### src/hw/rtl/wgp_pkg.sv
// Shared constants, codes and types of the wavetable grain player.
`timescale 1ns / 1ps

package wgp_pkg;

  // Field widths fixed by the item format
  localparam int SAMPLE_BITS = 16;
  localparam int FRAC_BITS   = 16;
  localparam int LEN_BITS    = 13;
  localparam int IDX_BITS    = 12;
  localparam int PIN_BITS    = 28;
  localparam int KIND_BITS   = 2;
  // Phase holds up to (8191 << FRAC_BITS) - 1
  localparam int PHASE_BITS  = LEN_BITS + FRAC_BITS;

  // Request kinds
  localparam logic [KIND_BITS-1:0] KIND_WRITE   = 2'd0;
  localparam logic [KIND_BITS-1:0] KIND_START   = 2'd1;
  localparam logic [KIND_BITS-1:0] KIND_PRODUCE = 2'd2;

  // Configuration registers
  localparam int CFG_IDX_BITS  = 1;
  localparam int CFG_DATA_BITS = 13;
  localparam logic [CFG_IDX_BITS-1:0] CFG_TABLE_LENGTH = 1'b0;
  localparam logic [CFG_IDX_BITS-1:0] CFG_INTERP_ON    = 1'b1;
  localparam logic [LEN_BITS-1:0]     LEN_RESET        = 13'd4096;

  // Result queue depth (power of two), covers the read and blend latency
  localparam int OUT_DEPTH = 8;

  typedef logic signed [SAMPLE_BITS-1:0] sample_t;
  typedef logic [FRAC_BITS-1:0]          frac_t;
  typedef logic [PHASE_BITS-1:0]         phase_t;
  typedef logic [LEN_BITS-1:0]           len_t;

  // Control that travels alongside the table read data
  typedef struct packed {
    logic  valid;
    frac_t frac;
  } rd_ctl_t;

endpackage

### src/hw/rtl/wgp_if.sv


interface wgp_out_if;
  logic                                   valid;
  logic                                   ready;
  logic signed [wgp_pkg::SAMPLE_BITS-1:0] sample_out;

  modport source (output valid, sample_out, input ready);
  modport sink (input valid, sample_out, output ready);
endinterface

### src/hw/rtl/wgp_out_fifo.sv
// Result queue that decouples the blend pipeline from the receiver.
`timescale 1ns / 1ps

module wgp_out_fifo (
  input  logic             clk,
  input  logic             rst_n,
  input  logic             push,
  input  wgp_pkg::sample_t push_data,
  wgp_out_if.source        out_ch
);

  localparam int DEPTH = wgp_pkg::OUT_DEPTH;
  localparam int AW    = $clog2(DEPTH);

  wgp_pkg::sample_t mem [DEPTH];
  logic [AW-1:0]    wr_ptr_r, rd_ptr_r;
  logic [AW:0]      cnt_r, cnt_nxt;
  logic             pop;

  assign out_ch.valid      = (cnt_r != '0);
  assign out_ch.sample_out = mem[rd_ptr_r];
  assign pop               = out_ch.valid && out_ch.ready;

  always_comb begin
    cnt_nxt = cnt_r;
    case ({push, pop})
      2'b10:   cnt_nxt = cnt_r + (AW + 1)'(1);
      2'b01:   cnt_nxt = cnt_r - (AW + 1)'(1);
      default: cnt_nxt = cnt_r;
    endcase
  end

  // Store the incoming result
  always_ff @(posedge clk) begin
    if (push) begin
      mem[wr_ptr_r] <= push_data;
    end
  end

  // Advance pointers and occupancy
  always_ff @(posedge clk) begin
    if (!rst_n) begin
      wr_ptr_r <= '0;
      rd_ptr_r <= '0;
      cnt_r    <= '0;
    end else begin
      if (push) begin
        wr_ptr_r <= wr_ptr_r + AW'(1);
      end
      if (pop) begin
        rd_ptr_r <= rd_ptr_r + AW'(1);
      end
      cnt_r <= cnt_nxt;
    end
  end

endmodule

### src/flat_wrapper.sv
// flat-port wrapper written by rule: the top's interface ports become plain ports
module wgp_out_fifo_flat 
  (clk, rst_n, push, push_data, out_ch_valid, out_ch_sample_out, out_ch_ready);
  wgp_out_if out_ch_i ();
  input  logic clk;
  input  logic rst_n;
  input  logic push;
  input  wgp_pkg::sample_t push_data;
  output wire logic [$bits(out_ch_i.valid)-1:0] out_ch_valid;
  output wire logic [$bits(out_ch_i.sample_out)-1:0] out_ch_sample_out;
  input wire logic [$bits(out_ch_i.ready)-1:0] out_ch_ready;
  assign out_ch_valid = out_ch_i.valid;
  assign out_ch_sample_out = out_ch_i.sample_out;
  assign out_ch_i.ready = out_ch_ready;
  wgp_out_fifo u_core (.clk(clk), .rst_n(rst_n), .push(push), .push_data(push_data), .out_ch(out_ch_i));
endmodule
### config.mk
export PLATFORM = sky130hd
export DESIGN_NAME = wgp_out_fifo_flat
export DESIGN_NICKNAME = d
export VERILOG_FILES = /design/src/hw/rtl/wgp_pkg.sv /design/src/hw/rtl/wgp_if.sv /design/src/hw/rtl/wgp_out_fifo.sv /design/src/flat_wrapper.sv
export SDC_FILE = /design/constraint.sdc
export NUM_CORES = 1
export LEC_CHECK = 0
export BUFFER_PORTS_ARGS = -buffer_cell sky130_fd_sc_hd__buf_2
export CORE_ASPECT_RATIO = 1.1
export CORE_UTILIZATION = 35
export CTS_BUF_LIST = sky130_fd_sc_hd__clkbuf_8
export CTS_CLUSTER_SIZE = 14
export DETAILED_ROUTE_END_ITERATION = 12
export SLEW_MARGIN = 20
export SYNTH_ARGS = -nofsm -noshare
export SYNTH_HDL_FRONTEND = slang
export SYNTH_SLANG_ARGS = --single-unit
### constraint.sdc
create_clock -name clk -period 3.1 [get_ports clk]
set_clock_uncertainty 0.15 [all_clocks]
set_input_delay 0.62 -clock clk [delete_from_list [all_inputs] [get_ports clk]]
set_output_delay 0.62 -clock clk [all_outputs]
set_load 0.02 [all_outputs]
==> summary.txt <==
Outcome
  • Status: finished clean

Worst setup path
  • Worst-path cell chain: buf_12 -> mux4_1 -> mux2_2 -> buf_2
  • Startpoint types: register
  • FF-to-FF Start: u_core.cnt_r[0]
  • Crit path max fanout: 13
  • Crit path DAT: 2.13 ns
  • CP max-delay cell: mux4_1
  • Critical Path Sink Type: output port
  • Critical path class: register to output port
  • Worst path required time: 2.33 ns
  • Slowest stage delay, CP: 0.57 ns

STA
  • Setup TNS Final: 0 ns
  • Setup Viol. Count Final: 0
  • F_max: between 0.3 and 0.4 GHz
  • Final WS setup: about 0.20 ns
  • Max-slew violations: 0
  • Rel. slew slack: 0.603
  • Final Hold Viols: 0
  • Worst Max-Slew Pin Slew: between 0.5 and 0.6 ns
  • RSZ-0062 raised after global routing: false
  • Period utilisation layout: 0.935
  • Hold slack: 0.294 ns
  • Tmin final: around 2.9 ns

Power
  • Power Total: between 0.004 and 0.005 W
  • Max IR drop VDD: roughly 0.0003 V
  • PD cells: 685 nW/µm²
  • Leak: 2.23 nW

Cells and area
  • Register area: 4110 µm²
  • Area Overhead vs Synth: 17.5%
  • Share of layout cells above drive strength 1: 0.318
  • Multi-input gate area: about 1400 µm²
  • Layout fillers: 1,376
  • Finished Core Util: 0.419
  • # nets final: 345

Clock network
  • Num CTS Buffers: 17
  • H-tree lvl count: 4
  • Skew-Pair Late Insertion Delay: 0.43 ns
  • Sink Count: around 140
  • Root buffer cell: clkbuf_8
  • Register clock-pin slew on the reported worst setup and hold paths: 0.07 ns
  • TritonCTS clock tree: built
  • Clock Path Buffers: 2

Global route
  • GRT met1 Usage: 0.156
  • Initial antenna violation count: 1
  • Grt peak-use layer: met2
  • Met2 GRT Util: 0.216
  • Grt ovf: 0
  • First-pass GRT wire length: 15.2 mm
  • Maximum number of pins on one net before global-route repair: 33
  • Grt met3 use: 0.0489
  • Vias in the first global route: 2,720
  • Total GRT Usage: 0.132

Floorplanning
  • Row count: 48
  • Die Y: 134 µm
  • Die width: 122 µm
  • Num ports: 37
  • Die ar.: 16,400 µm²
  • Initial Util: 0.357
  • Core box area: 15,600 µm²

Synthesis
  • Synthesized instance count: 258
  • Count of flip-flops with a built-in enable after synthesis: 128
  • Synth Area in Adders: 0.0112
  • Sequential area share after synthesis: 0.736
  • Synth top area cells: edfxtp_1, mux4_1, dfxtp_1
  • Async SR Flop Fraction: 0
  • Simple logic cell fraction of the synthesized area: 0.0335
  • Synth unique cells: 29
  • Post-synthesis xor/xnor area fraction: 0.0110
  • Ys flop type: edfxtp_1
  • Syn_nets: ~280
  • Synthesized area: 5570 µm²
  • Multiplexer share of the synthesized area: 0.186
  • Yosys top cell area share: 0.690
  • YS warnings: 0
  • Area leader, netlist: edfxtp_1
  • Post-synth top cells: edfxtp_1, mux4_1, mux2_2, dfxtp_1, nand2_1
  • Mean Syn Cell Area: 21.6 µm²
  • Yosys reg bits: 141
  • Most frequent cell after synthesis: edfxtp_1
  • Largest family of logic cells by synthesized area: multiplexers
  • Post-synthesis compound-gate area fraction: 0.00763

Routing
  • DRC: 0
  • Via count: around 2,600
  • Vias per Instance: between 4 and 5
  • Detailed Routing Iterations Pass 1: 4
  • DR iter-0 viols: 204
  • DRT antenna net count: 0
  • DR WL/cell: 18.4 µm
  • Final wirelength: 9.85 mm

Placement
  • Final GP Congestion: 0.696
  • HPWL after DPL: between 6 and 7 mm
  • Port bufs: 36
  • Place WS: between 0.4 and 0.5 ns

Min path
  • Type of the worst min-delay path: primary input to register
  • Hold path start: push_data[4]

Run
  • Max Cap Violations: 0
## where the power goes
| part | switching, W | internal (W) | leakage (nW) |
|---|---|---|---|
| Sequential | 0.0000573 | 0.00215 | 1.27 |
| Combinational | 0.000378 | 0.000384 | 0.739 |
| Clock | 0.000655 | 0.000860 | 0.217 |
## metal layers
| metal | part of all wire | wire length [µm] | vias up |
|---|---|---|---|
| met4 | 0.015 | 146 | 2 |
| li1 | - | - | 1199 |
| met3 | 0.047 | 464 | 14 |
| met1 | 0.44 | 4330 | 1341 |
| met2 | 0.50 | 4890 | 48 |
| met5 | 0.0015 | 15 | - |
## sequential cells by signal, indices dropped and copies added, names as in the netlist, named ones only
register / cells
u_core.cnt_r: 4
u_core.mem: 128
u_core.rd_ptr_r: 3
u_core.wr_ptr_r: 3
## area by class of cell
| cell class | count | share of cell area |
|---|---|---|
| Clock inverter | 15 | 0.0275 |
| Multi-Input combinational cell | 104 | 0.214 |
| Tap cell | 200 | 0.0382 |
| Clock buffer | 17 | 0.0357 |
| Timing Repair Buffer | 54 | 0.0558 |
| Antenna cell | 1 | 0.000382 |
| Sequential cell | 141 | 0.627 |
| Inverter | 2 | 0.00115 |
## through the flow
step	cells	cell area [µm²]
detailed placement	501	6130
floorplan	258	5570
global placement	501	6130
global route	533	6540
finish	534	6550
CTS	533	6540
## cells by family after synthesis
kind of cell,Yosys count
flops,141
mux,51
simple gates,34
buf+inv,13
compound gates,7
xor+xnor,7
fa+ha+maj,5
## what timing repair did
| item | CTS | global route |
|---|---|---|
| endpoints found under the setup margin | 0 | 3 |
| hold endpoints to repair | 0 | 0 |
| resized for setup | 0 | 1 |
| buffers inserted | 0 | 0 |
| hold buffers | 0 | 0 |
## worst max-delay path: cells and delay by family (launching register included)
kind / cells / cell delay [ns]
flops: 1 / 0.48
buf+inv: 2 / 0.35
mux: 2 / 0.85
## cells in the final DEF, fill, tap and decap left out, drive strengths merged
cell type and n:
xor2 3, a21oi 1, mux2i 3, o21ai 3, mux4 32, or4 1
nand2b 4, clkinvlp 1, bufinv 4, nand3 2, edfxtp 128, nor2 6
xnor2 4, mux2 16, clkinv 8, nor4b 1, nor3 2, dfxtp 13
nor2b 3, nor4bb 1, inv 4, nand2 7, o31ai 1, clkbuf 17
ha 5, buf 54, a21boi 2, diode 1, or3 1, and2 6
## path summary, 6_finish.rpt
check | slack [ns] | to | cells after the start
min reg2reg | 0.34 | u_core.cnt_r[3] | 2
min | 0.29 | u_core.mem[3][4] | 1
max | 0.20 | out_ch_sample_out[11] | 4
max reg2reg | 0.48 | u_core.cnt_r[2] | 10
Power figures use the tool's default switching activity.
