[config.mk]
export PLATFORM = sky130hd
export DESIGN_NAME = wgp_phase
export DESIGN_NICKNAME = d
export VERILOG_FILES = /design/src/hw/rtl/wgp_pkg.sv /design/src/hw/rtl/wgp_phase.sv
export SDC_FILE = /design/constraint.sdc
export NUM_CORES = 1
export LEC_CHECK = 0
export BUFFER_PORTS_ARGS = -buffer_cell sky130_fd_sc_hd__clkbuf_2
export CAP_MARGIN = 30
export CORE_ASPECT_RATIO = 1.5
export CORE_UTILIZATION = 55
export DETAILED_ROUTE_END_ITERATION = 10
export GPL_ROUTABILITY_DRIVEN = 1
export GPL_TIMING_DRIVEN = 0
export PLACE_DENSITY_LB_ADDON = 0.25
export SLEW_MARGIN = 20
export SYNTH_ARGS = -nofsm -noshare
export SYNTH_HDL_FRONTEND = slang
export SYNTH_SLANG_ARGS = --single-unit
[constraint.sdc]
create_clock -name clk -period 14.6 [get_ports clk]
set_clock_uncertainty 0.1 [all_clocks]
set_input_delay 0 -clock clk [delete_from_list [all_inputs] [get_ports clk]]
set_output_delay 0 -clock clk [all_outputs]
set_load 0.005 [all_outputs]
[src/hw/rtl/wgp_pkg.sv]
// Shared constants, codes and types of the wavetable grain player.
`timescale 1ns / 1ps

package wgp_pkg;

  // Field widths fixed by the item format
  localparam int SAMPLE_BITS = 16;
  localparam int FRAC_BITS   = 16;
  localparam int LEN_BITS    = 13;
  localparam int IDX_BITS    = 12;
  localparam int PIN_BITS    = 28;
  localparam int KIND_BITS   = 2;
  // Phase holds up to (8191 << FRAC_BITS) - 1
  localparam int PHASE_BITS  = LEN_BITS + FRAC_BITS;

  // Request kinds
  localparam logic [KIND_BITS-1:0] KIND_WRITE   = 2'd0;
  localparam logic [KIND_BITS-1:0] KIND_START   = 2'd1;
  localparam logic [KIND_BITS-1:0] KIND_PRODUCE = 2'd2;

  // Configuration registers
  localparam int CFG_IDX_BITS  = 1;
  localparam int CFG_DATA_BITS = 13;
  localparam logic [CFG_IDX_BITS-1:0] CFG_TABLE_LENGTH = 1'b0;
  localparam logic [CFG_IDX_BITS-1:0] CFG_INTERP_ON    = 1'b1;
  localparam logic [LEN_BITS-1:0]     LEN_RESET        = 13'd4096;

  // Result queue depth (power of two), covers the read and blend latency
  localparam int OUT_DEPTH = 8;

  typedef logic signed [SAMPLE_BITS-1:0] sample_t;
  typedef logic [FRAC_BITS-1:0]          frac_t;
  typedef logic [PHASE_BITS-1:0]         phase_t;
  typedef logic [LEN_BITS-1:0]           len_t;

  // Control that travels alongside the table read data
  typedef struct packed {
    logic  valid;
    frac_t frac;
  } rd_ctl_t;

endpackage

[src/hw/rtl/wgp_phase.sv]
// Phase accumulator and table read address generation.
`timescale 1ns / 1ps

module wgp_phase #(
  parameter int TABLE_DEPTH = 4096,
  localparam int AW = $clog2(TABLE_DEPTH)
) (
  input  logic                            clk,
  input  logic                            rst_n,
  input  logic                            acc,
  input  logic [wgp_pkg::KIND_BITS-1:0]   kind,
  input  logic [wgp_pkg::PIN_BITS-1:0]    start_phase,
  input  logic [wgp_pkg::PIN_BITS-1:0]    step_rate,
  input  wgp_pkg::len_t                   len,
  input  logic                            interp_on,
  output logic                            rd_en,
  output logic [AW-1:0]                   rd_addr_a,
  output logic [AW-1:0]                   rd_addr_b,
  output wgp_pkg::rd_ctl_t                rd_ctl_r
);

  localparam int PB = wgp_pkg::PHASE_BITS;
  localparam int FB = wgp_pkg::FRAC_BITS;
  localparam int LB = wgp_pkg::LEN_BITS;

  wgp_pkg::phase_t  phase_r, phase_nxt, rate_r, rate_nxt;
  wgp_pkg::phase_t  lfix, lfix_m1, start_clamp, rate_clamp, stepped;
  logic [PB:0]      sum, wrap, lfix_x;
  wgp_pkg::len_t    j, j_lim, j_inc, j_nxt;
  wgp_pkg::rd_ctl_t ctl_nxt;

  // Wrap point in fixed point
  assign lfix    = {len, {FB{1'b0}}};
  assign lfix_m1 = lfix - PB'(1);
  assign lfix_x  = {1'b0, lfix};

  // Clamp grain start values below the wrap point
  always_comb begin
    start_clamp = (PB'(start_phase) > lfix_m1) ? lfix_m1 : PB'(start_phase);
    rate_clamp  = (PB'(step_rate) > lfix_m1) ? lfix_m1 : PB'(step_rate);
  end

  // Advance: add rate, subtract length once, saturate if still too large
  always_comb begin
    sum     = {1'b0, phase_r} + {1'b0, rate_r};
    wrap    = (sum >= lfix_x) ? sum - lfix_x : sum;
    stepped = (wrap >= lfix_x) ? lfix_m1 : wrap[PB-1:0];
  end

  // Entry pair addresses, second one wraps to entry 0
  always_comb begin
    j     = stepped[PB-1:FB];
    j_lim = (j >= len) ? len - LB'(1) : j;
    j_inc = j_lim + LB'(1);
    j_nxt = (j_inc >= len) ? '0 : j_inc;
  end

  assign rd_addr_a = AW'(j_lim);
  assign rd_addr_b = AW'(j_nxt);

  // Next phase and rate per request kind
  always_comb begin
    phase_nxt = phase_r;
    rate_nxt  = rate_r;
    if (acc) begin
      case (kind)
        wgp_pkg::KIND_START: begin
          phase_nxt = start_clamp;
          rate_nxt  = rate_clamp;
        end
        wgp_pkg::KIND_PRODUCE: begin
          phase_nxt = stepped;
        end
        default: begin
          phase_nxt = phase_r;
        end
      endcase
    end
  end

  // A zero fraction turns the blend into the lower entry
  always_comb begin
    ctl_nxt.valid = acc && (kind == wgp_pkg::KIND_PRODUCE);
    ctl_nxt.frac  = interp_on ? stepped[FB-1:0] : '0;
  end

  assign rd_en = ctl_nxt.valid;

  always_ff @(posedge clk) begin
    if (!rst_n) begin
      phase_r  <= '0;
      rate_r   <= '0;
      rd_ctl_r <= '0;
    end else begin
      phase_r  <= phase_nxt;
      rate_r   <= rate_nxt;
      rd_ctl_r <= ctl_nxt;
    end
  end

endmodule

==> key figures <==
Status
  • Status: finished, final reports clean

Drt
  • TritonRoute pass-1 iters: 5
  • Post-route ant nets: 0
  • Initial DRC count: 534
  • Post-route DRC: 0
  • Total wire length: 29,600 um
  • Vias/cell: 6.26
  • Via count: 8,967
  • Routed len/inst: 20.7 um

CTS
  • H-tree depth: 3
  • CTS Root Cell: clkbuf_16
  • Reg clk slew, reported paths: 70 ps
  • Clk Latency, worst-skew pair: 350 ps
  • CTS sink cnt: 75
  • CTS max path bufs: 2
  • CTS tree: done
  • CTS Buf Count: 9

Worst setup path
  • CP Class: register to primary output
  • Crit path launch type: register
  • Delay-heaviest family, CP: compound AO/OA/AOI/OAI gates
  • Worst path max stage delay: 550 ps
  • Required time worst endpoint: 14,500 ps
  • Worst Path Arrival: 13,810 ps
  • Top cell by count, worst path: ha_1
  • Largest fanout on the critical path: 10
  • Buffer and inverter count on the worst path: 6
  • Slowest stage cell, crit path: or4_1
  • Worst setup EP type: primary output

GRT
  • Tot GR Track Use: 0.371
  • Antenna violations before repair: 0
  • First-pass GRT wire length: 45,800 um
  • Overflow after GRT: 0
  • Number of global-route vias before repair: 8,768
  • Largest net degree at the start of global routing: 17

Logic synthesis
  • Most frequent cell after synthesis: ha_1
  • Mapped Area: 0.00851 mm^2
  • Synth area leader: dfxtp_1
  • Top cells by area, synth: dfxtp_1 (18%), ha_1 (16%), mux2i_1 (5.2%)
  • Synthesis-stage register bit count: 75
  • Post-Syn Nets: 1,251
  • Synth top area share: 0.177
  • Commonest cells in the netlist: ha_1 (109), nand2_1 (92), dfxtp_1 (75)
  • Syn avg cell area: 7.99 um^2
  • Register area share after synthesis: 0.177
  • Top FF cell, synth: dfxtp_1
  • Cells after Synth: 1,065
  • Number of flops mapped to enable cells by yosys: 0
  • Async set or reset register ratio after synthesis: 0
  • Syn. warnings: 0
  • Netlist cell types: 92

Run
  • Number of max-cap violations: 0

Pwr
  • Total power: 1030 uW
  • Reg power frac: 0.223
  • P_int: 595 uW
  • P_leak: 0.00473 uW
  • Worst VDD drop: 0.0000936 V
  • Clock power share: 0.232
  • Combinational power share: 0.545
  • Sw frac: 0.422
  • P_sw: 435 uW
  • Pwr dens: 103 mW/mm^2

Cells and area
  • Antenna cells: 0
  • Design area: 0.0100 mm^2
  • Fin nets: 1,415
  • FF/Latch Area: 0.00150 mm^2
  • Layout cells sized above 1: 0.166
  • # fillers: 1,328
  • Area of the multi-input gates: 0.00658 mm^2
  • Area delta synth->final: 18.0%

Worst hold path
  • Hold Path Class: primary input to register

Floorplanning
  • FP Rows: 55
  • Core ar.: 0.0151 mm^2
  • Die ar.: 0.0160 mm^2
  • Chip width: 104 um
  • Die Y: 154 um
  • Initial core utilization: 0.564
  • IO Pins: 117

Timing
  • Fmax achieved: 71.9 MHz
  • RSZ-0062 raised after global routing: false
  • Period utilization: 0.952
  • Slew margin rel.: 0.317
  • Slew Viols, Final: 0
  • Actual slew at the worst max-slew pin: 1020 ps
  • Final Hold Viols: 0
  • Fin Setup TNS: 0 ps
  • Minimum clock period: 13,910 ps
  • Final setup fails: 0

Placed design
  • Placer Congestion: 1.02
  • PortBufs: 116
  • Placement Cell Area: 0.00934 mm^2
  • Dpl hpwl: 23,700 um
## power by group through the flow
stage               clock (uW)  combinational [uW]  sequential, uW
global route               248                 610             231
detailed placement           0                 540             234
global placement             0                 531             234
floorplan                    0                 377             230
finish                     239                 562             230
CTS                        239                 551             229
## cell families after synthesis
family	synth area share
and+or+nand+nor	0.219
AOI/OAI and AO/OA	0.262
buffers and inverters	0.0513
adders and majority gates	0.165
DFF	0.177
xor gates and xnor gates	0.0491
muxes	0.0771
## worst reg2reg max path: cells and delay by family (launching register included)
family / cells / cell delay [ps]
AO/OA/AOI/OAI: 12 / 2710
buffers and inverters: 3 / 550
multiplexers: 1 / 520
XOR/XNOR: 1 / 180
AND/OR/NAND/NOR: 11 / 3360
flip-flops: 1 / 400
adder cells (fa/ha/maj): 3 / 980
## sequential cells by signal, indices dropped and copies added (netlist names)
register and count:
phase_r 29, rate_r 29, rd_ctl_r 17
## final timing paths
| path | depth (start not counted) | startpoint | to | slack (ps) |
|---|---|---|---|---|
| worst min-delay path | 3 | step_rate[24] | rate_r[24]$_SDFFE_PN0P_ | 6 |
| worst min register to register | 2 | phase_r[15]$_SDFFE_PN0P_ | phase_r[15]$_SDFFE_PN0P_ | 370 |
| worst max-delay path | 56 | rate_r[11]$_SDFFE_PN0P_ | rd_addr_b[3] | 690 |
| worst max register to register | 31 | rate_r[11]$_SDFFE_PN0P_ | phase_r[8]$_SDFFE_PN0P_ | 5730 |
## layer usage
layer | global-route usage | share of wire
met1 | 0.362 | 0.34
met4 | 0.346 | 0.10
met5 | 0 | 0
met2 | 0.684 | 0.51
met3 | 0.0358 | 0.048
## layout make-up
class | count | share of cell area
tap | 199 | 0.0248
clock buffer | 9 | 0.0224
buffer | 41 | 0.0196
multi-input combinational | 885 | 0.656
sequential | 75 | 0.150
clock inverter | 7 | 0.00923
inverter | 64 | 0.0239
timing repair buffer | 153 | 0.0945
## repair_timing
action | CTS | global route
hold endpoints to repair | 36 | 0
hold buffers | 36 | 0
gates resized for setup | 0 | 3
buffers inserted | 0 | 1
setup endpoints to repair | 0 | 12
## cell usage in the layout (no fill, tap or decap), types with 15 or more instances in the layout
cell / n
dlygate4sd3_1: 36
nand3_1: 28
o21ai_0: 52
a21boi_0: 23
nand4_1: 26
inv_1: 64
a21oi_1: 71
xnor2_1: 29
nor2b_1: 21
and2_1: 18
nor2_1: 64
dfxtp_1: 75
nor3_1: 37
clkbuf_1: 26
xor2_1: 15
clkbuf_2: 116
a21o_1: 29
mux2i_1: 43
ha_1: 109
o211ai_1: 24
nand2_1: 92
## through the flow
step,instances,util,hold slack (ps),setup slack (ps)
global placement,1380,0.619,145,1240
global route,1433,0.666,34.1,28.5
CTS,1432,0.664,2.94,669
finish,1433,0.666,5.80,695
floorplan,1065,-,6.26,3460
detailed placement,1380,0.619,153,1170
Power figures use the tool's default switching activity.
