--- src/hw/rtl/wgp_pkg.sv ---
// Shared constants, codes and types of the wavetable grain player.
`timescale 1ns / 1ps

package wgp_pkg;

  // Field widths fixed by the item format
  localparam int SAMPLE_BITS = 16;
  localparam int FRAC_BITS   = 16;
  localparam int LEN_BITS    = 13;
  localparam int IDX_BITS    = 12;
  localparam int PIN_BITS    = 28;
  localparam int KIND_BITS   = 2;
  // Phase holds up to (8191 << FRAC_BITS) - 1
  localparam int PHASE_BITS  = LEN_BITS + FRAC_BITS;

  // Request kinds
  localparam logic [KIND_BITS-1:0] KIND_WRITE   = 2'd0;
  localparam logic [KIND_BITS-1:0] KIND_START   = 2'd1;
  localparam logic [KIND_BITS-1:0] KIND_PRODUCE = 2'd2;

  // Configuration registers
  localparam int CFG_IDX_BITS  = 1;
  localparam int CFG_DATA_BITS = 13;
  localparam logic [CFG_IDX_BITS-1:0] CFG_TABLE_LENGTH = 1'b0;
  localparam logic [CFG_IDX_BITS-1:0] CFG_INTERP_ON    = 1'b1;
  localparam logic [LEN_BITS-1:0]     LEN_RESET        = 13'd4096;

  // Result queue depth (power of two), covers the read and blend latency
  localparam int OUT_DEPTH = 8;

  typedef logic signed [SAMPLE_BITS-1:0] sample_t;
  typedef logic [FRAC_BITS-1:0]          frac_t;
  typedef logic [PHASE_BITS-1:0]         phase_t;
  typedef logic [LEN_BITS-1:0]           len_t;

  // Control that travels alongside the table read data
  typedef struct packed {
    logic  valid;
    frac_t frac;
  } rd_ctl_t;

endpackage

--- src/hw/rtl/wgp_interp.sv ---
// Linear blend of two table entries: multiply stage, then round stage.
`timescale 1ns / 1ps

module wgp_interp (
  input  logic             clk,
  input  logic             rst_n,
  input  wgp_pkg::rd_ctl_t ctl,
  input  wgp_pkg::sample_t a,
  input  wgp_pkg::sample_t b,
  output logic             res_valid,
  output wgp_pkg::sample_t res
);

  localparam int SB = wgp_pkg::SAMPLE_BITS;
  localparam int FB = wgp_pkg::FRAC_BITS;
  localparam int PW = SB + FB + 2;
  localparam logic signed [PW-1:0] HALF =
    {{(PW - FB){1'b0}}, 1'b1, {(FB - 1){1'b0}}};

  logic signed [SB:0]   diff;
  logic signed [PW-1:0] prod, prod_r, a_sh, total;
  wgp_pkg::sample_t     a_r;
  logic                 valid_r;

  // a*(1-f) + b*f rewritten as a + (b-a)*f
  always_comb begin
    diff = $signed({b[SB-1], b}) - $signed({a[SB-1], a});
    prod = diff * $signed({1'b0, ctl.frac});
  end

  always_ff @(posedge clk) begin
    if (!rst_n) begin
      valid_r <= 1'b0;
    end else begin
      valid_r <= ctl.valid;
    end
  end

  // Hold product and lower entry for the rounding stage
  always_ff @(posedge clk) begin
    if (ctl.valid) begin
      prod_r <= prod;
      a_r    <= a;
    end
  end

  // Round half up and drop the fraction
  always_comb begin
    a_sh  = {{2{a_r[SB-1]}}, a_r, {FB{1'b0}}};
    total = a_sh + prod_r + HALF;
  end

  assign res       = total[FB +: SB];
  assign res_valid = valid_r;

endmodule

--- config.mk ---
export PLATFORM = sky130hd
export DESIGN_NAME = wgp_interp
export DESIGN_NICKNAME = d
export VERILOG_FILES = /design/src/hw/rtl/wgp_pkg.sv /design/src/hw/rtl/wgp_interp.sv
export SDC_FILE = /design/constraint.sdc
export NUM_CORES = 1
export LEC_CHECK = 0
export BUFFER_PORTS_ARGS = -buffer_cell sky130_fd_sc_hd__buf_2
export CAP_MARGIN = 40
export CORE_UTILIZATION = 30
export CTS_CLUSTER_DIAMETER = 80
export DETAILED_ROUTE_END_ITERATION = 10
export PLACE_DENSITY = 0.43
export SLEW_MARGIN = 20
export SYNTH_ARGS = -nofsm -noshare
export SYNTH_HDL_FRONTEND = slang
export SYNTH_SLANG_ARGS = --single-unit
--- constraint.sdc ---
create_clock -name clk -period 16.3 [get_ports clk]
set_input_delay 0.815 -clock clk [delete_from_list [all_inputs] [get_ports clk]]
set_output_delay 0.815 -clock clk [all_outputs]
set_load 0.05 [all_outputs]
==> results of run 1 <==
[sequential cells by signal (all words and copies together), names as in the netlist]
signal     count
a_r           16
res_valid      1
prod_r        17
[final cells by class]
cell class | instances | share of cell area, %
timing repair buffer | 83 | 3.60
tap | 525 | 4.86
clock inverter | 2 | 0.278
inverter | 345 | 9.58
multi-input combinational | 915 | 73.2
clock buffer | 6 | 0.954
sequential | 34 | 7.48
[through the flow]
step,instance area [um2],hold WS (ps),util [%]
after floorplan,12300,914,-
after global placement,13300,1010,33.1
after detailed placement,13300,1010,33.1
after CTS,13500,704,33.5
after global routing,13500,707,33.6
final,13500,713,33.6
[layout by cell type, fill, tap and decap left out, drive strengths merged, types with 6 or more instances in the layout]
cell and n:
inv 345, fa 260, nand2 150, ha 116, and2 114, buf 83, xnor2 52, edfxtp 33
a21oi 29, nor2 27, nor2b 24, o21ai 24, xor2 18, nand2b 17, a21o 9, nor3 8
nand3 7, clkbuf 6
[kinds of logic after synthesis]
kind of cell    count (synthesis)  synth area share, %
compound gates                 93                 5.19
xor+xnor                       70                 5.21
fa+ha+maj                     376                 53.9
buf+inv                       382                 11.8
flops                          34                 8.19
simple gates                  376                 15.6
[per-layer routing]
metal / vias up / routed length (um) / GRT usage (%)
li1: 4049 / - / -
met1: 4370 / 14600 / 21.8
met2: 119 / 15900 / 29.3
met3: 17 / 855 / 1.05
met4: 0 / 216 / 1.65
met5: - / 0 / 0
[path summary, 6_finish.rpt]
check | start | endpoint | slack [ps]
setup / recovery | a[1] | prod_r[31] | 7960
hold / removal | a[13] | a_r[13] | 710
==> results.md, run 1 <==
* Status: completed
* Most common flop cell mapped by yosys: sky130_fd_sc_hd__edfxtp_1
* Worst setup SP type: input port
* Post-DR vias/cell at 4.48
* Number of instances resized during post-cts repair at 0
* Number of nets in the layout at 1,811
* Worst Slack Setup Final at 7960 ps
* Maximum count of clock buffers along a single path at 2
* Die width at 205 um
* Most area-consuming cells after synthesis: sky130_fd_sc_hd__fa_1 (42%), sky130_fd_sc_hd__ha_1 (12%), sky130_fd_sc_hd__inv_1 (10%)
* Critical path capture point type: flip-flop
* Multi-input combinational cell area at 9900 um2
* Slowest CP cell: sky130_fd_sc_hd__a2111oi_2
* Clock slew at the register clock pins of the worst setup and hold paths at 60 ps
* Largest net degree at the start of global routing at 35
* Share of the synthesized area in the top cell type at 42.2%
* Final min period at 8340 ps
* Antenna violations before repair at 5
* Initial cell density of the core at 30.7%
* Core ar. at 40,200 um2
* Async set-reset flop share out of synthesis at 0%
* Dominant cell type by count on the critical path: sky130_fd_sc_hd__fa_1
* CTS buffer count at 5
* Ys Warns at 0
* Via count at 8,555
* I/O Buffers at 67
* Dominant cell type by area after synthesis: sky130_fd_sc_hd__fa_1
* Number of hold violations in the final report at 0
* Setup repair after global routing missed its margin: false
* First-pass GRT wire length at 52,200 um
* Arrival time of data at the critical path endpoint at 8380 ps
* Hold path depth at 1
* Top-level port count at 68
* Number of non-filler instances in the completed layout at 1,910
* Hold Path Class: in2reg
* Total routed wirelength at 31,600 um
* Required time at the endpoint of the critical path at 16,340 ps
* Worst setup timing slack at the placement stage at 7640 ps
* Post-Place Cells at 1,900
* Maximum fanout encountered on the critical timing path at 16
* Number of setup buffers added after CTS at 0
* Routability congestion estimate from global placement at 0.783
* Highest clock frequency the design can meet at 120 MHz
* Logic depth of the worst setup path including buffers at 32
* Max incr delay on CP at 550 ps
* Hold-fix buffers, CTS at 0
* Die outline area at 42,000 um2
* Setup violations, final at 0
* Number of buffer and inverter stages on the critical path at 7
* Unique masters post-synth at 57
* Half-perimeter wire length of the detailed placement result at 25,700 um
* Area growth syn-to-layout at 9.52%
* Post-route ant nets at 0
* Worst Tran Pin Value at 850 ps
* Violation count after the first detailed-routing iteration at 356
* Layout filler cell count at 4,220
* Flip-flop and latch area at 1010 um2
* Avg Inst Size Synth at 9.27 um2
* Ratio of final minimum period to clock period at 51.2%
* Proportion of layout cells with a drive suffix above 1 at 8.30%
* Number of max-slew violations in the final report at 0
* Synthesized instance count at 1,331
* Std-Cell Rows at 73
* Combined global-route utilization of all metal layers at 16.2%
* Post-detailed-route DRC marker count at 0
* Critical setup path kind: in2reg
* Total negative slack at 0 ps
* Length of the first detailed-routing pass in iterations at 4
* Number of flops mapped to enable cells by yosys at 33
* Vias in the first global route at 9,603
* Syn Std Cell Area at 12,300 um2
* Antenna diode count at 0
* Root buf cell: sky130_fd_sc_hd__clkbuf_16
* Most repeated cell in the gate-level netlist after synthesis: sky130_fd_sc_hd__inv_1
* H-tree lvl count at 2
* Gr ovfl total at 0
* Commonest cells post-synth: sky130_fd_sc_hd__inv_1 (345), sky130_fd_sc_hd__fa_1 (260), sky130_fd_sc_hd__nand2_1 (150)
* Height of the die at 205 um
* Sequential cell area fraction in the yosys report at 8.19%
* TritonCTS clock tree: yes
* Max-slew headroom at the worst pin at 43.2%
* Net count of the mapped netlist at 1,758
* Wirelength per Cell at 16.5 um
* Max-cap violations at 0
* TritonCTS sink count at 34
* Cell type group with the largest total delay on the critical path: adder cells
* #FFs+latches synth at 34
Power of run 1 is left out: the tool's default activity adds up to more than one toggle a clock period on the data nets, which glitch-free logic cannot reach.
==> run 2, diff against run 1 <==
==> constraint.sdc (replaced) <==
create_clock -name clk -period 8.35 [get_ports clk]
set_input_delay 0.4175 -clock clk [delete_from_list [all_inputs] [get_ports clk]]
set_output_delay 0.4175 -clock clk [all_outputs]
set_load 0.05 [all_outputs]
==> results.md, run 2 (synthesis results as in run 1) <==
* Hold Path Class: in2reg (unchanged)
* Number of instances resized during post-cts repair at 0 (unchanged)
* Wirelength per Cell at 16.1 um (was 16.5 um)
* Max-slew headroom at the worst pin at 48.4% (was 43.2%)
* Core ar. at 40,200 um2 (unchanged)
* Std-Cell Rows at 73 (unchanged)
* Half-perimeter wire length of the detailed placement result at 26,300 um (was 25,700 um)
* Worst setup SP type: input port (unchanged)
* TritonCTS clock tree: yes (unchanged)
* H-tree lvl count at 2 (unchanged)
* Max incr delay on CP at 540 ps (was 550 ps)
* Setup repair after global routing missed its margin: false (unchanged)
* Critical path capture point type: flip-flop (unchanged)
* Die outline area at 42,000 um2 (unchanged)
* Setup violations, final at 0 (unchanged)
* Commonest non-fill, non-tap cell in the layout: sky130_fd_sc_hd__inv_1 (unchanged)
* Antenna violations before repair at 2 (was 5)
* I/O Buffers at 67 (unchanged)
* Initial cell density of the core at 30.7% (unchanged)
* Hold path depth at 1 (unchanged)
* Final min period at 7760 ps
* TritonCTS sink count at 34 (unchanged)
* Post-route ant nets at 0 (unchanged)
* Routability congestion estimate from global placement at 0.792 (was 0.783)
* Most used cells in the layout excluding fill and tap cells: sky130_fd_sc_hd__inv_1 (345), sky130_fd_sc_hd__fa_1 (260), sky130_fd_sc_hd__nand2_1 (150), sky130_fd_sc_hd__ha_1 (116), sky130_fd_sc_hd__and2_1 (114) (unchanged)
* Critical setup path kind: in2reg (unchanged)
* Number of flip-flops in the largest register at 17 (unchanged)
* Ratio of final minimum period to clock period at 92.9%
* Worst Tran Pin Value at 772 ps (was 850 ps)
* Height of the die at 205 um (unchanged)
* Gr ovfl total at 0 (unchanged)
* Required time at the endpoint of the critical path at 8370 ps (was 16,340 ps)
* Number of non-filler instances in the completed layout at 1,924 (was 1,910)
* Hold-critical path endpoint: a_r[7] (was a_r[13])
* Clock slew at the register clock pins of the worst setup and hold paths at 60 ps (about the same)
* CTS buffer count at 5 (unchanged)
* Antenna diode count at 0 (unchanged)
* Layout filler cell count at 4,238 (was 4,220)
* Vias in the first global route at 9,433 (was 9,603)
* Post-DR vias/cell at 4.44 (was 4.48)
* Dominant cell type by count on the critical path: sky130_fd_sc_hd__fa_1 (unchanged)
* Number of setup buffers added after CTS at 0 (unchanged)
* Largest net degree at the start of global routing at 35 (unchanged)
* Number of nets in the layout at 1,825 (was 1,811)
* Biggest register: prod_r (unchanged)
* Number of hold violations in the final report at 0 (unchanged)
* Slowest CP cell: sky130_fd_sc_hd__fa_1 (was sky130_fd_sc_hd__a2111oi_2)
* Combined global-route utilization of all metal layers at 15.8% (was 16.2%)
* Proportion of layout cells with a drive suffix above 1 at 8.86% (was 8.30%)
* Die width at 205 um (unchanged)
* Status: completed (unchanged)
* Max-cap violations at 0 (unchanged)
* Worst Setup SP: a[1] (unchanged)
* Number of max-slew violations in the final report at 0 (unchanged)
* Arrival time of data at the critical path endpoint at 7780 ps (was 8380 ps)
* Maximum count of clock buffers along a single path at 2 (unchanged)
* Total negative slack at 0 ps (unchanged)
* Length of the first detailed-routing pass in iterations at 5 (was 4)
* Post-Place Cells at 1,915 (was 1,900)
* Via count at 8,546 (was 8,555)
* Critical hold path startpoint: a[7] (was a[13])
* Highest clock frequency the design can meet at 129 MHz
* First-pass GRT wire length at 50,900 um (was 52,200 um)
* Maximum fanout encountered on the critical timing path at 15 (was 16)
* Hold-fix buffers, CTS at 0 (unchanged)
* Post-detailed-route DRC marker count at 0 (unchanged)
* Root buf cell: sky130_fd_sc_hd__clkbuf_16 (unchanged)
* Total routed wirelength at 30,900 um (was 31,600 um)
* Top-level port count at 68 (unchanged)
* Area growth syn-to-layout at 9.91% (was 9.52%)
* Violation count after the first detailed-routing iteration at 369 (was 356)
run 2: worst max-delay path: cells and delay by family:
| kind | cells | cell delay [ps] |
|---|---|---|
| adder cells (fa/ha/maj) | 8 | 3560 |
| AO/OA/AOI/OAI | 9 | 2000 |
| XOR/XNOR | 2 | 300 |
| buffers and inverters | 8 | 750 |
| AND/OR/NAND/NOR | 6 | 730 |
run 2: stage by stage:
stage	instance area, um2	util [%]	hold WS (ps)	worst slack, ps
finish	13600	33.7	328	592
global placement	13400	33.3	612	365
CTS	13500	33.7	321	572
global route	13600	33.7	319	182
detailed placement	13400	33.3	614	305
floorplan	12300	-	516	970
run 2: area by class of cell:
class	count	area [um2]	share of cell area, %
timing repair buffer	97	593	4.37
sequential	34	1010	7.45
inverter	345	1290	9.55
tap	525	657	4.84
multi-input combinational	915	9870	72.8
clock buffer	6	129	0.950
clock inverter	2	8.76	0.0646
run 2: worst max-delay path by stage:
stage | cells past startpoint | end | slack (ps)
after floorplan | 32 | prod_r[31] | 970
after global routing | 32 | prod_r[31] | 180
after global placement | 33 | prod_r[26] | 360
final | 33 | prod_r[31] | 590
after CTS | 33 | prod_r[31] | 570
after detailed placement | 33 | prod_r[31] | 300
run 2: routing by layer:
metal	part of all wire, %	track usage, %	up-vias
met2	51	28.5	107
met3	2.0	0.939	24
met4	1.4	2.45	0
li1	-	-	4079
met5	0	0	-
met1	46	21.0	4336
Power of run 2 is left out for the same reason.
==> run 3, diff against run 2 <==
--- a/config.mk
+++ b/config.mk
@@ -5,12 +5,12 @@
 export SDC_FILE = /design/constraint.sdc
 export NUM_CORES = 1
 export LEC_CHECK = 0
-export BUFFER_PORTS_ARGS = -buffer_cell sky130_fd_sc_hd__buf_2
 export CAP_MARGIN = 40
 export CORE_UTILIZATION = 30
 export CTS_CLUSTER_DIAMETER = 80
 export DETAILED_ROUTE_END_ITERATION = 10
-export PLACE_DENSITY = 0.43
+export DONT_BUFFER_PORTS = 1
+export PLACE_DENSITY = 0.42
 export SLEW_MARGIN = 20
 export SYNTH_ARGS = -nofsm -noshare
 export SYNTH_HDL_FRONTEND = slang
==> results.md, run 3 (synthesis results as in run 1) <==
* Worst setup timing slack at the placement stage at 337 ps (was 305 ps)
* Violation count after the first detailed-routing iteration at 296 (was 369)
* Largest net degree at the start of global routing at 35 (unchanged)
* Critical hold path startpoint: a[15] (was a[7])
* I/O Buffers at 0 (was 67)
* Maximum fanout encountered on the critical timing path at 16 (was 15)
* Arrival time of data at the critical path endpoint at 7730 ps (was 7780 ps)
* Metal2 WL at 14,900 um (was 15,700 um)
* TritonCTS sink count at 34 (unchanged)
* Initial cell density of the core at 30.7% (unchanged)
* Number of non-filler instances in the completed layout at 1,862 (was 1,924)
* Sum of routed wire segments on met1 at 14,900 um (was 14,200 um)
* Required time at the endpoint of the critical path at 8380 ps (was 8370 ps)
* Via count at 8,321 (was 8,546)
* Cell type group with the largest total delay on the critical path: adder cells (unchanged)
* Wirelength per Cell at 16.6 um (was 16.1 um)
* Area growth syn-to-layout at 7.47% (was 9.91%)
* Combined global-route utilization of all metal layers at 15.9% (was 15.8%)
* Number of hold violations in the final report at 0 (unchanged)
* Layout filler cell count at 4,262 (was 4,238)
* Routability congestion estimate from global placement at 0.788 (was 0.792)
* Setup violations, final at 0 (unchanged)
* Post-DR vias/cell at 4.47 (was 4.44)
* Std-Cell Rows at 73 (unchanged)
* Biggest register: prod_r (unchanged)
* Die width at 205 um (unchanged)
* Root buf cell: sky130_fd_sc_hd__clkbuf_16 (unchanged)
* Dominant cell type by count on the critical path: sky130_fd_sc_hd__fa_1 (unchanged)
* Vias in the first global route at 9,284 (was 9,433)
* Number of nets in the layout at 1,763 (was 1,825)
* Total routed wirelength at 30,900 um (about the same)
* Hold Path Class: in2reg (unchanged)
* Flip-flop and latch area at 1010 um2 (unchanged)
* Max-cap violations at 0 (unchanged)
* Top Metal Used: met4 (unchanged)
* Setup repair after global routing missed its margin: false (unchanged)
* Length of the first detailed-routing pass in iterations at 5 (unchanged)
* Clock slew at the register clock pins of the worst setup and hold paths at 60 ps (about the same)
* Critical setup path kind: in2reg (unchanged)
* Maximum count of clock buffers along a single path at 2 (unchanged)
* Post-detailed-route DRC marker count at 0 (unchanged)
* Final min period at 7710 ps (was 7760 ps)
* First-pass GRT wire length at 51,400 um (was 50,900 um)
* Height of the die at 205 um (unchanged)
* Status: completed (unchanged)
* TritonCTS clock tree: yes (unchanged)
* Commonest non-fill, non-tap cell in the layout: sky130_fd_sc_hd__inv_1 (unchanged)
* Proportion of layout cells with a drive suffix above 1 at 4.71% (was 8.86%)
* Hold-fix buffers, CTS at 0 (unchanged)
* Multi-input combinational cell area at 9870 um2 (about the same)
* Number of buffer and inverter stages on the critical path at 7 (was 8)
* Post-Place Cells at 1,854 (was 1,915)
* Die outline area at 42,000 um2 (unchanged)
* Number of setup buffers added after CTS at 0 (unchanged)
* Worst Tran Pin Value at 886 ps (was 772 ps)
* Antenna violations before repair at 2 (unchanged)
* Post-route ant nets at 0 (unchanged)
* Max-slew headroom at the worst pin at 40.7% (was 48.4%)
* Core ar. at 40,200 um2 (unchanged)
* Worst Slack Setup Final at 644 ps (was 592 ps)
* Highest clock frequency the design can meet at 130 MHz (was 129 MHz)
* CTS buffer count at 5 (unchanged)
* Gr ovfl total at 0 (unchanged)
* Max incr delay on CP at 530 ps (was 540 ps)
* Antenna diode count at 0 (unchanged)
* Most used cells in the layout excluding fill and tap cells: sky130_fd_sc_hd__inv_1 (345), sky130_fd_sc_hd__fa_1 (260), sky130_fd_sc_hd__nand2_1 (150), sky130_fd_sc_hd__ha_1 (116), sky130_fd_sc_hd__and2_1 (114) (unchanged)
* Slowest CP cell: sky130_fd_sc_hd__fa_1 (unchanged)
* Hold path depth at 0 (was 1)
* Hold-critical path endpoint: a_r[15] (was a_r[7])
* Critical path capture point type: flip-flop (unchanged)
* Number of flip-flops in the largest register at 17 (unchanged)
* Number of instances resized during post-cts repair at 0 (unchanged)
* Half-perimeter wire length of the detailed placement result at 26,000 um (was 26,300 um)
* Worst setup SP type: input port (unchanged)
* H-tree lvl count at 2 (unchanged)
* Ratio of final minimum period to clock period at 92.3% (was 92.9%)
* Top-level port count at 68 (unchanged)
* Number of max-slew violations in the final report at 0 (unchanged)
* Metal3 WL at 714 um (was 633 um)
* Total negative slack at 0 ps (unchanged)
==> run 3: through the flow <==
step	hold WS [ps]	instance area [um2]	util, %
5_1_grt	217	13300	33.0
2_1_floorplan	516	12300	-
4_1_cts	222	13300	33.0
6_report	231	13300	33.0
3_5_place_dp	516	13100	32.6
3_3_place_gp	516	13000	32.4
==> run 3: final cells by class <==
type                    count  share of cell area [%]
flip-flops and latches     34                    7.62
multi-input cells         915                    74.5
inverters                 345                    9.76
clock inverters             1                   0.226
clock buffers               7                    1.00
repair buffers             35                    1.98
well taps                 525                    4.95
==> run 3: worst max path at each step <==
stage | cells past startpoint | to | start | slack, ps
floorplan | 32 | prod_r[31] | b[0] | 970
global placement | 32 | prod_r[31] | a[1] | 370
detailed placement | 29 | prod_r[31] | b[0] | 340
CTS | 32 | prod_r[31] | a[1] | 590
global route | 29 | prod_r[30] | b[0] | 170
finish | 32 | prod_r[31] | a[1] | 640
==> run 3: layer usage <==
layer,vias to the layer above,track usage (%)
met5,-,0
met4,0,1.89
met3,17,1.21
met2,92,27.4
met1,4266,22.3
li1,3946,-
Power of run 3 is left out for the same reason.
